==> src/rtl/core/pms_pkg.sv <==
package pms_pkg;

    // reading limits and widths
    localparam int RAW_W   = 10;
    localparam int VAL_W   = 8;
    localparam int TIME_W  = 48;
    localparam int CFG_W   = 16;
    localparam int CFG_IDX_W = 3;

    localparam logic [RAW_W-1:0] RAW_MIN = RAW_W'(5);
    localparam logic [RAW_W-1:0] RAW_MAX = RAW_W'(200);
    localparam logic [TIME_W-1:0] TIME_MAX = {TIME_W{1'b1}};

    // samples per median window (odd, 3 to 7)
    localparam int WINDOW = 5;
    localparam int CNT_W  = $clog2(WINDOW + 1);
    localparam int IDX_W  = $clog2(WINDOW);
    localparam int MID    = WINDOW / 2;

    localparam int STREAK_W = 8;
    localparam int JUMP_W   = 4;
    localparam logic [STREAK_W-1:0] STREAK_SAT = {STREAK_W{1'b1}};
    localparam logic [JUMP_W-1:0]   JUMP_SAT   = {JUMP_W{1'b1}};

    // register reset values
    localparam logic [7:0]  SPREAD_LIMIT_RST   = 8'd12;
    localparam logic [7:0]  STEP_LIMIT_RST     = 8'd30;
    localparam logic [3:0]  JUMP_CONFIRM_RST   = 4'd3;
    localparam logic [7:0]  LOCK_TOLERANCE_RST = 8'd3;
    localparam logic [7:0]  LOCK_COUNT_RST     = 8'd15;
    localparam logic [7:0]  FAIL_LIMIT_RST     = 8'd120;
    localparam logic [15:0] SHORT_IVL_RST      = 16'd600;
    localparam logic [15:0] LONG_IVL_RST       = 16'd4500;

    typedef enum logic [CFG_IDX_W-1:0] {
        REG_SPREAD_LIMIT   = 3'd0,
        REG_STEP_LIMIT     = 3'd1,
        REG_JUMP_CONFIRM   = 3'd2,
        REG_LOCK_TOLERANCE = 3'd3,
        REG_LOCK_COUNT     = 3'd4,
        REG_FAIL_LIMIT     = 3'd5,
        REG_SHORT_IVL      = 3'd6,
        REG_LONG_IVL       = 3'd7
    } cfg_reg_t;

    function automatic logic [VAL_W-1:0] abs_diff(input logic [VAL_W-1:0] a,
                                                  input logic [VAL_W-1:0] b);
        begin
            abs_diff = (a > b) ? (a - b) : (b - a);
        end
    endfunction

    // now + interval, saturating at the top of the time range
    function automatic logic [TIME_W-1:0] deadline(input logic [TIME_W-1:0] now,
                                                   input logic [CFG_W-1:0] ivl);
        logic [TIME_W:0] sum;
        begin
            sum = {1'b0, now} + {{(TIME_W+1-CFG_W){1'b0}}, ivl};
            deadline = sum[TIME_W] ? TIME_MAX : sum[TIME_W-1:0];
        end
    endfunction

endpackage

==> src/rtl/core/ping_median_stabilizer.sv <==
// Latency reading stabiliser.
// Input stream s_axis_*: one beat per reading; tdata holds raw_ms in [9:0] and
// the millisecond timestamp now_ms in [57:10]. Output stream m_axis_*: exactly
// one beat per input beat, giving the state after that reading: shown_ms [7:0],
// shown_valid [8], is_locked [9].
// A beat accepted on s_axis goes first into the input register; then the full
// update (median-of-five rank network, spread check, smoothing or jump logic,
// 48-bit deadline add) feeds the result register that drives m_axis.
// Throughput is one beat per cycle unless m_axis stalls, set by that single update stage.
// If m_axis_tready is held low, the result register holds its beat and the
// input register can still take one more beat; after that s_axis_tready drops.
// Reset (rst_n low, asynchronous) clears lock, calibration, counters, deadline
// and shown value, and loads the register defaults. Window samples are not
// cleared; only entries written in the current window are used.
// Configuration is written through cfg_we/cfg_index/cfg_data, one register per
// cycle. The user must write only while no beat is in flight; the block does not enforce it.
module ping_median_stabilizer
    import pms_pkg::*;
(
    input  logic                 clk,
    input  logic                 rst_n,
    input  logic                 s_axis_tvalid,
    output logic                 s_axis_tready,
    input  logic [63:0]          s_axis_tdata,   // raw_ms[9:0], now_ms[57:10], zero pad
    output logic                 m_axis_tvalid,
    input  logic                 m_axis_tready,
    output logic [15:0]          m_axis_tdata,   // shown_ms[7:0], shown_valid[8], is_locked[9]
    input  logic                 cfg_we,
    input  logic [CFG_IDX_W-1:0] cfg_index,
    input  logic [CFG_W-1:0]     cfg_data
);

    // configuration
    logic [7:0]  spread_limit_reg, step_limit_reg, lock_tolerance_reg;
    logic [7:0]  lock_count_reg, fail_limit_reg;
    logic [3:0]  jump_confirm_reg;
    logic [15:0] short_ivl_reg, long_ivl_reg;

    // handshake and stage registers
    logic              in_valid_reg;
    logic [RAW_W-1:0]  raw_reg;
    logic [TIME_W-1:0] now_reg;
    logic              out_valid_reg;
    logic [VAL_W-1:0]  out_shown_reg;
    logic              out_shown_valid_reg;
    logic              out_locked_reg;

    // block state
    logic                lock_reg, lock_next;
    logic [VAL_W-1:0]    calib_value_reg, calib_value_next;
    logic [STREAK_W-1:0] calib_streak_reg, calib_streak_next;
    logic [STREAK_W-1:0] fail_streak_reg, fail_streak_next;
    logic [TIME_W-1:0]   next_due_reg, next_due_next;
    logic [CNT_W-1:0]    sample_count_reg, sample_count_next;
    logic [VAL_W-1:0]    shown_reg, shown_next;
    logic                shown_flag_reg, shown_flag_next;
    logic [VAL_W-1:0]    pending_reg, pending_next;
    logic [JUMP_W-1:0]   jump_streak_reg, jump_streak_next;
    logic [VAL_W-1:0]    samples_reg [WINDOW];

    logic out_free, advance;
    logic ok, due, window_done, sample_we;
    logic [VAL_W-1:0] raw8;
    logic [VAL_W-1:0] win [WINDOW];
    logic [CNT_W-1:0] rank [WINDOW];
    logic [VAL_W-1:0] med, win_max, win_min, spread;
    logic [STREAK_W-1:0] calib_inc, fail_inc;
    logic [JUMP_W-1:0]   jump_inc;
    logic [VAL_W+1:0]    smooth_sum;

    assign out_free      = !out_valid_reg || m_axis_tready;
    assign advance       = in_valid_reg && out_free;
    assign s_axis_tready = !in_valid_reg || out_free;

    assign m_axis_tvalid = out_valid_reg;
    assign m_axis_tdata  = {6'd0, out_locked_reg, out_shown_valid_reg, out_shown_reg};

    always_ff @(posedge clk or negedge rst_n)
    begin
        if (!rst_n)
        begin
            spread_limit_reg   <= SPREAD_LIMIT_RST;
            step_limit_reg     <= STEP_LIMIT_RST;
            jump_confirm_reg   <= JUMP_CONFIRM_RST;
            lock_tolerance_reg <= LOCK_TOLERANCE_RST;
            lock_count_reg     <= LOCK_COUNT_RST;
            fail_limit_reg     <= FAIL_LIMIT_RST;
            short_ivl_reg      <= SHORT_IVL_RST;
            long_ivl_reg       <= LONG_IVL_RST;
        end
        else if (cfg_we)
        begin
            case (cfg_reg_t'(cfg_index))
                REG_SPREAD_LIMIT:   spread_limit_reg   <= cfg_data[7:0];
                REG_STEP_LIMIT:     step_limit_reg     <= cfg_data[7:0];
                REG_JUMP_CONFIRM:   jump_confirm_reg   <= cfg_data[3:0];
                REG_LOCK_TOLERANCE: lock_tolerance_reg <= cfg_data[7:0];
                REG_LOCK_COUNT:     lock_count_reg     <= cfg_data[7:0];
                REG_FAIL_LIMIT:     fail_limit_reg     <= cfg_data[7:0];
                REG_SHORT_IVL:      short_ivl_reg      <= cfg_data;
                REG_LONG_IVL:       long_ivl_reg       <= cfg_data;
                default: ;
            endcase
        end
    end

    // input register
    always_ff @(posedge clk or negedge rst_n)
    begin
        if (!rst_n)
        begin
            in_valid_reg <= 1'b0;
        end
        else if (s_axis_tready)
        begin
            in_valid_reg <= s_axis_tvalid;
        end
    end

    always_ff @(posedge clk)
    begin
        if (s_axis_tvalid && s_axis_tready)
        begin
            raw_reg <= s_axis_tdata[RAW_W-1:0];
            now_reg <= s_axis_tdata[RAW_W+TIME_W-1:RAW_W];
        end
    end

    // window view: the final sample of a window is the current reading
    assign raw8 = raw_reg[VAL_W-1:0];

    always_comb
    begin
        for (int i = 0; i < WINDOW; i++)
        begin
            win[i] = (i == WINDOW - 1) ? raw8 : samples_reg[i];
        end
    end

    // rank of each sample, ties broken by position; the middle rank is the median
    always_comb
    begin
        for (int i = 0; i < WINDOW; i++)
        begin
            rank[i] = '0;
            for (int j = 0; j < WINDOW; j++)
            begin
                if (j != i && ((win[j] < win[i]) || (win[j] == win[i] && j < i)))
                begin
                    rank[i] = rank[i] + CNT_W'(1);
                end
            end
        end
    end

    always_comb
    begin
        med     = '0;
        win_max = win[0];
        win_min = win[0];
        for (int i = 0; i < WINDOW; i++)
        begin
            if (rank[i] == CNT_W'(MID))
            begin
                med = med | win[i];
            end
            if (win[i] > win_max)
            begin
                win_max = win[i];
            end
            if (win[i] < win_min)
            begin
                win_min = win[i];
            end
        end
    end

    assign spread = ((win_max - med) > (med - win_min)) ? (win_max - med) : (med - win_min);

    assign ok  = (raw_reg >= RAW_MIN) && (raw_reg <= RAW_MAX);
    assign due = (next_due_reg == '0) || (now_reg >= next_due_reg);
    assign window_done = (sample_count_reg == CNT_W'(WINDOW - 1));

    assign calib_inc = (calib_streak_reg == STREAK_SAT) ? calib_streak_reg
                                                        : calib_streak_reg + 1'b1;
    assign fail_inc  = (fail_streak_reg == STREAK_SAT) ? fail_streak_reg
                                                       : fail_streak_reg + 1'b1;
    assign jump_inc  = (jump_streak_reg == JUMP_SAT) ? jump_streak_reg
                                                     : jump_streak_reg + 1'b1;
    assign smooth_sum = {1'b0, shown_reg, 1'b0} + {2'b00, shown_reg} + {2'b00, med} + 10'd2;

    always_comb
    begin
        lock_next         = lock_reg;
        calib_value_next  = calib_value_reg;
        calib_streak_next = calib_streak_reg;
        fail_streak_next  = fail_streak_reg;
        next_due_next     = next_due_reg;
        sample_count_next = sample_count_reg;
        shown_next        = shown_reg;
        shown_flag_next   = shown_flag_reg;
        pending_next      = pending_reg;
        jump_streak_next  = jump_streak_reg;
        sample_we         = 1'b0;

        if (lock_reg)
        begin
            if (ok)
            begin
                fail_streak_next = '0;
                if (due)
                begin
                    if (window_done)
                    begin
                        sample_count_next = '0;
                        next_due_next     = deadline(now_reg, long_ivl_reg);
                        if (spread <= spread_limit_reg)
                        begin
                            if (!shown_flag_reg)
                            begin
                                shown_next      = med;
                                shown_flag_next = 1'b1;
                            end
                            else if (abs_diff(med, shown_reg) <= step_limit_reg)
                            begin
                                shown_next = smooth_sum[VAL_W+1:2];
                            end
                            else if (pending_reg != med)
                            begin
                                pending_next     = med;
                                jump_streak_next = JUMP_W'(1);
                            end
                            else
                            begin
                                jump_streak_next = jump_inc;
                                if (jump_inc >= jump_confirm_reg)
                                begin
                                    shown_next = med;
                                end
                            end
                        end
                    end
                    else
                    begin
                        sample_we         = 1'b1;
                        sample_count_next = sample_count_reg + 1'b1;
                        next_due_next     = deadline(now_reg, short_ivl_reg);
                    end
                end
            end
            else
            begin
                fail_streak_next = fail_inc;
                if (fail_inc >= fail_limit_reg)
                begin
                    lock_next         = 1'b0;
                    calib_value_next  = '0;
                    calib_streak_next = '0;
                    fail_streak_next  = '0;
                    sample_count_next = '0;
                    pending_next      = '0;
                    jump_streak_next  = '0;
                end
            end
        end
        else if (ok)
        begin
            if (calib_streak_reg != '0 &&
                abs_diff(raw8, calib_value_reg) <= lock_tolerance_reg)
            begin
                calib_streak_next = calib_inc;
            end
            else
            begin
                calib_value_next  = raw8;
                calib_streak_next = STREAK_W'(1);
            end
            if (calib_streak_next >= lock_count_reg)
            begin
                lock_next        = 1'b1;
                fail_streak_next = '0;
                if (!shown_flag_reg)
                begin
                    shown_next      = raw8;
                    shown_flag_next = 1'b1;
                end
            end
        end
    end

    always_ff @(posedge clk or negedge rst_n)
    begin
        if (!rst_n)
        begin
            lock_reg         <= 1'b0;
            calib_value_reg  <= '0;
            calib_streak_reg <= '0;
            fail_streak_reg  <= '0;
            next_due_reg     <= '0;
            sample_count_reg <= '0;
            shown_reg        <= '0;
            shown_flag_reg   <= 1'b0;
            pending_reg      <= '0;
            jump_streak_reg  <= '0;
        end
        else if (advance)
        begin
            lock_reg         <= lock_next;
            calib_value_reg  <= calib_value_next;
            calib_streak_reg <= calib_streak_next;
            fail_streak_reg  <= fail_streak_next;
            next_due_reg     <= next_due_next;
            sample_count_reg <= sample_count_next;
            shown_reg        <= shown_next;
            shown_flag_reg   <= shown_flag_next;
            pending_reg      <= pending_next;
            jump_streak_reg  <= jump_streak_next;
        end
    end

    always_ff @(posedge clk)
    begin
        if (advance && sample_we)
        begin
            samples_reg[sample_count_reg[IDX_W-1:0]] <= raw8;
        end
    end

    // result register
    always_ff @(posedge clk or negedge rst_n)
    begin
        if (!rst_n)
        begin
            out_valid_reg <= 1'b0;
        end
        else if (out_free)
        begin
            out_valid_reg <= in_valid_reg;
        end
    end

    always_ff @(posedge clk)
    begin
        if (advance)
        begin
            out_shown_reg       <= shown_next;
            out_shown_valid_reg <= shown_flag_next;
            out_locked_reg      <= lock_next;
        end
    end

endmodule
==> config.mk <==
export PLATFORM = sky130hd
export DESIGN_NAME = ping_median_stabilizer
export DESIGN_NICKNAME = d
export VERILOG_FILES = /design/src/rtl/core/pms_pkg.sv /design/src/rtl/core/ping_median_stabilizer.sv
export SDC_FILE = /design/constraint.sdc
export NUM_CORES = 1
export LEC_CHECK = 0
export ABC_AREA = 0
export BUFFER_PORTS_ARGS = -buffer_cell sky130_fd_sc_hd__buf_2
export CELL_PAD_IN_SITES_DETAIL_PLACEMENT = 0
export CELL_PAD_IN_SITES_GLOBAL_PLACEMENT = 1
export CORE_UTILIZATION = 49
export DETAILED_ROUTE_END_ITERATION = 10
export PLACE_DENSITY_LB_ADDON = 0.1
export SYNTH_ARGS = -nofsm -noshare
export SYNTH_HDL_FRONTEND = slang
export SYNTH_SLANG_ARGS = --single-unit
==> constraint.sdc <==
create_clock -name clk -period 14.5 [get_ports clk]
set_input_delay 1.45 -clock clk [delete_from_list [all_inputs] [get_ports clk]]
set_output_delay 1.45 -clock clk [all_outputs]
set_load 0.1 [all_outputs]
==> reports/metrics.json <==
{
  "run_status": "completed",
  "synth_top_cell_area_share_pct": 18.0,
  "report.final.slew_viol_count": 0,
  "cts_sinks": 275,
  "synth_edf_count": 100,
  "worst_slew_slack_as_a_fraction_of_its_limit_pct": 18.9,
  "hold_slack_ns": 0.489,
  "yosys_most_used_dff": "sky130_fd_sc_hd__dfrtp_1",
  "grt_max_degree": 86,
  "critical_path.endpoint_type": "flop",
  "fmax_mhz": 75.3,
  "syn-instance-count": 2494,
  "hold_viol_final": 0,
  "synth.top_cells.by_count": "330 x sky130_fd_sc_hd__ha_1, 222 x sky130_fd_sc_hd__inv_1, 185 x sky130_fd_sc_hd__a21oi_1, 162 x sky130_fd_sc_hd__nand2_1",
  "netlist_area_sq_um": 22900,
  "floorplan.core_area_sq_um": 45800,
  "final.min_clock_period_ns": 13.28,
  "critical_path_required_time_ns": 14.89,
  "first_pass_iters": 5,
  "route.detailed.drc": 0,
  "hp-class": "flop to flop",
  "synth.avg_cell_area_sq_um": 9.19,
  "fillCellCount": 4114,
  "final_net_count": 3024,
  "worst-slew-pin-transition_ns": 1.21,
  "post_drt_via_cell_ratio": 6.12,
  "seq_area_frac_synth_pct": 32.4,
  "h-tree-depth": 2,
  "crit_top_cell": "sky130_fd_sc_hd__a21o_1",
  "cts_made_buffers": 35,
  "first_global_vias": 19573,
  "postSynthRegisterBits": 275,
  "postRouteWirelength_mm": 68.2,
  "via_count": 19701,
  "route.antenna.remaining_nets": 0,
  "start_util_pct": 50.1,
  "setup_viol": 0,
  "path_clk_slew_ns": 0.06,
  "cp_slowest_stage_delay_ns": 0.53,
  "tritoncts_clock_tree": "yes",
  "routabilityCongestion": 0.951,
  "max_cap_violations": 0,
  "worst-endpoint-arrival_ns": 13.67,
  "die_area_sq_um": 47600,
  "setup.worst_path.start_class": "flop",
  "clk-insertion-delay-late_ns": 0.56,
  "timing_worst_setup_path_type": "flop to flop",
  "die_height_um": 218,
  "ys_async_sr_fraction_pct": 63.6,
  "port_buffers": 93,
  "fin_crit_sh_pct": 91.6,
  "antenna_violations_before_repair": 2,
  "synthesis.yosys.warnings": 0,
  "synth_top_cell_by_area": "sky130_fd_sc_hd__ha_1",
  "crit_path_max_fanout": 16,
  "gr_ovfl_total": 0,
  "drive_gt1_share_pct": 12.1,
  "synth.distinct_cells": 104,
  "vdd_ir_drop_max_mv": 0.113,
  "placement.cell_area_sq_um": 24100,
  "first_iter_violations": 1394,
  "setup_repair_after_global_routing_missed_its_margin": "false",
  "place.detailed.hpwl_mm": 51.3,
  "cts-hold-fix-buffers": 0,
  "flow.area_growth_from_synthesis_pct": 10.4,
  "grt_pass1_wl_mm": 108,
  "row_count": 78,
  "route.detailed.wl_per_inst_um": 21.2,
  "timing.setup.tns_ns": 0,
  "yosys-top-cells-area": "sky130_fd_sc_hd__ha_1 18%, sky130_fd_sc_hd__dfrtp_1 16%, sky130_fd_sc_hd__edfxtp_1 13%",
  "finClkSkew_ns": 0.0267,
  "total_leakage_power_nw": 11.6,
  "number_of_top_level_design_ports": 106,
  "crit_path_top_delay_cell": "sky130_fd_sc_hd__or4_1",
  "pwr_density_cell_nw_per_um2": 147,
  "cell_with_the_most_instances_after_synthesis": "sky130_fd_sc_hd__ha_1",
  "floorplan.die.width_um": 218,
  "grt.total_usage_pct": 29.0,
  "total_power_mw": 3.73,
  "layout.cell_area.non_filler_sq_um": 25300,
  "cts_root_buffer": "sky130_fd_sc_hd__clkbuf_16",
  "max-clock-path-buffers": 3
}
worst paths after layout:
check / startpoint / to / slack, ns / cells after the start
setup reg to reg: samples_reg[0][1] / out_shown_reg[1] / 1.22 / 62
hold reg to reg: calib_value_reg[7] / calib_value_reg[7] / 0.49 / 2
min in group asynchronous: rst_n / long_ivl_reg[6] / 0.95 / 1
hold / removal: calib_value_reg[7] / calib_value_reg[7] / 0.49 / 2
setup / recovery: samples_reg[0][1] / out_shown_reg[1] / 1.22 / 62
max in group asynchronous: rst_n / pending_reg[1] / 11.71 / 3
through the flow:
stage	worst slack (ns)	cells	util (%)
2_1_floorplan	2.56	2499	-
3_3_place_gp	1.51	3155	52.7
3_5_place_dp	1.24	3155	52.7
4_1_cts	1.17	3218	55.2
5_1_grt	0.0465	3219	55.2
6_report	1.22	3220	55.3
critical path: cells and delay by family (launching register included):
family | cells | cell delay (ns)
flip-flops | 1 | 0.51
AND/OR/NAND/NOR | 16 | 3.14
buffers and inverters | 6 | 1.26
AO/OA/AOI/OAI | 29 | 5.38
XOR/XNOR | 2 | 0.35
adder cells (fa/ha/maj) | 7 | 1.90
multiplexers | 2 | 0.59
routing by layer:
layer	vias to the layer above	track usage [%]	wire [um]	part of all wire, %
met2	550	48.9	32500	48
met4	0	9.91	1970	2.9
met3	115	3.69	3560	5.2
met5	-	0	0	0
li1	9420	-	-	-
met1	9616	38.2	30200	44
layout by cell type, fill, tap and decap left out, types with 84 or more instances in the layout:
master                     instances
sky130_fd_sc_hd__ha_1            330
sky130_fd_sc_hd__inv_1           222
sky130_fd_sc_hd__a21oi_1         185
sky130_fd_sc_hd__nand2_1         161
sky130_fd_sc_hd__o21ai_0         153
sky130_fd_sc_hd__nor2_1          153
sky130_fd_sc_hd__dfrtp_1         148
sky130_fd_sc_hd__edfxtp_1        100
sky130_fd_sc_hd__buf_2            92
sky130_fd_sc_hd__a21o_1           84
logic make-up after synthesis:
group | share of synthesized area [%]
muxes | 4.09
buffers and inverters | 5.06
other | 0.0164
adders and majority gates | 19.2
AOI/OAI and AO/OA | 20.4
xor gates and xnor gates | 3.63
and+or+nand+nor | 15.2
DFF | 32.4
area by class of cell:
cell class                      instances  area [sq um]  area share, %
Antenna cell                            2          5.00         0.0198
Clock buffer                           44           940           3.72
Clock inverter                         19           219          0.866
Inverter                              224           841           3.32
Multi-Input combinational cell       1926         14400           56.8
Sequential cell                       275          7420           29.3
Tap cell                              600           751           2.97
Timing Repair Buffer                  130           749           2.96
power breakdown:
part / internal (mW) / total, mW / switching [mW]
Clock: 0.534 / 0.891 / 0.357
Combinational: 0.731 / 1.72 / 0.994
Sequential: 0.978 / 1.11 / 0.133
what timing repair did:
action	4_1_cts	5_1_grt
setup endpoints to repair	0	10
gates resized for setup	0	1
setup buffers	0	0
Power figures use the tool's default switching activity.
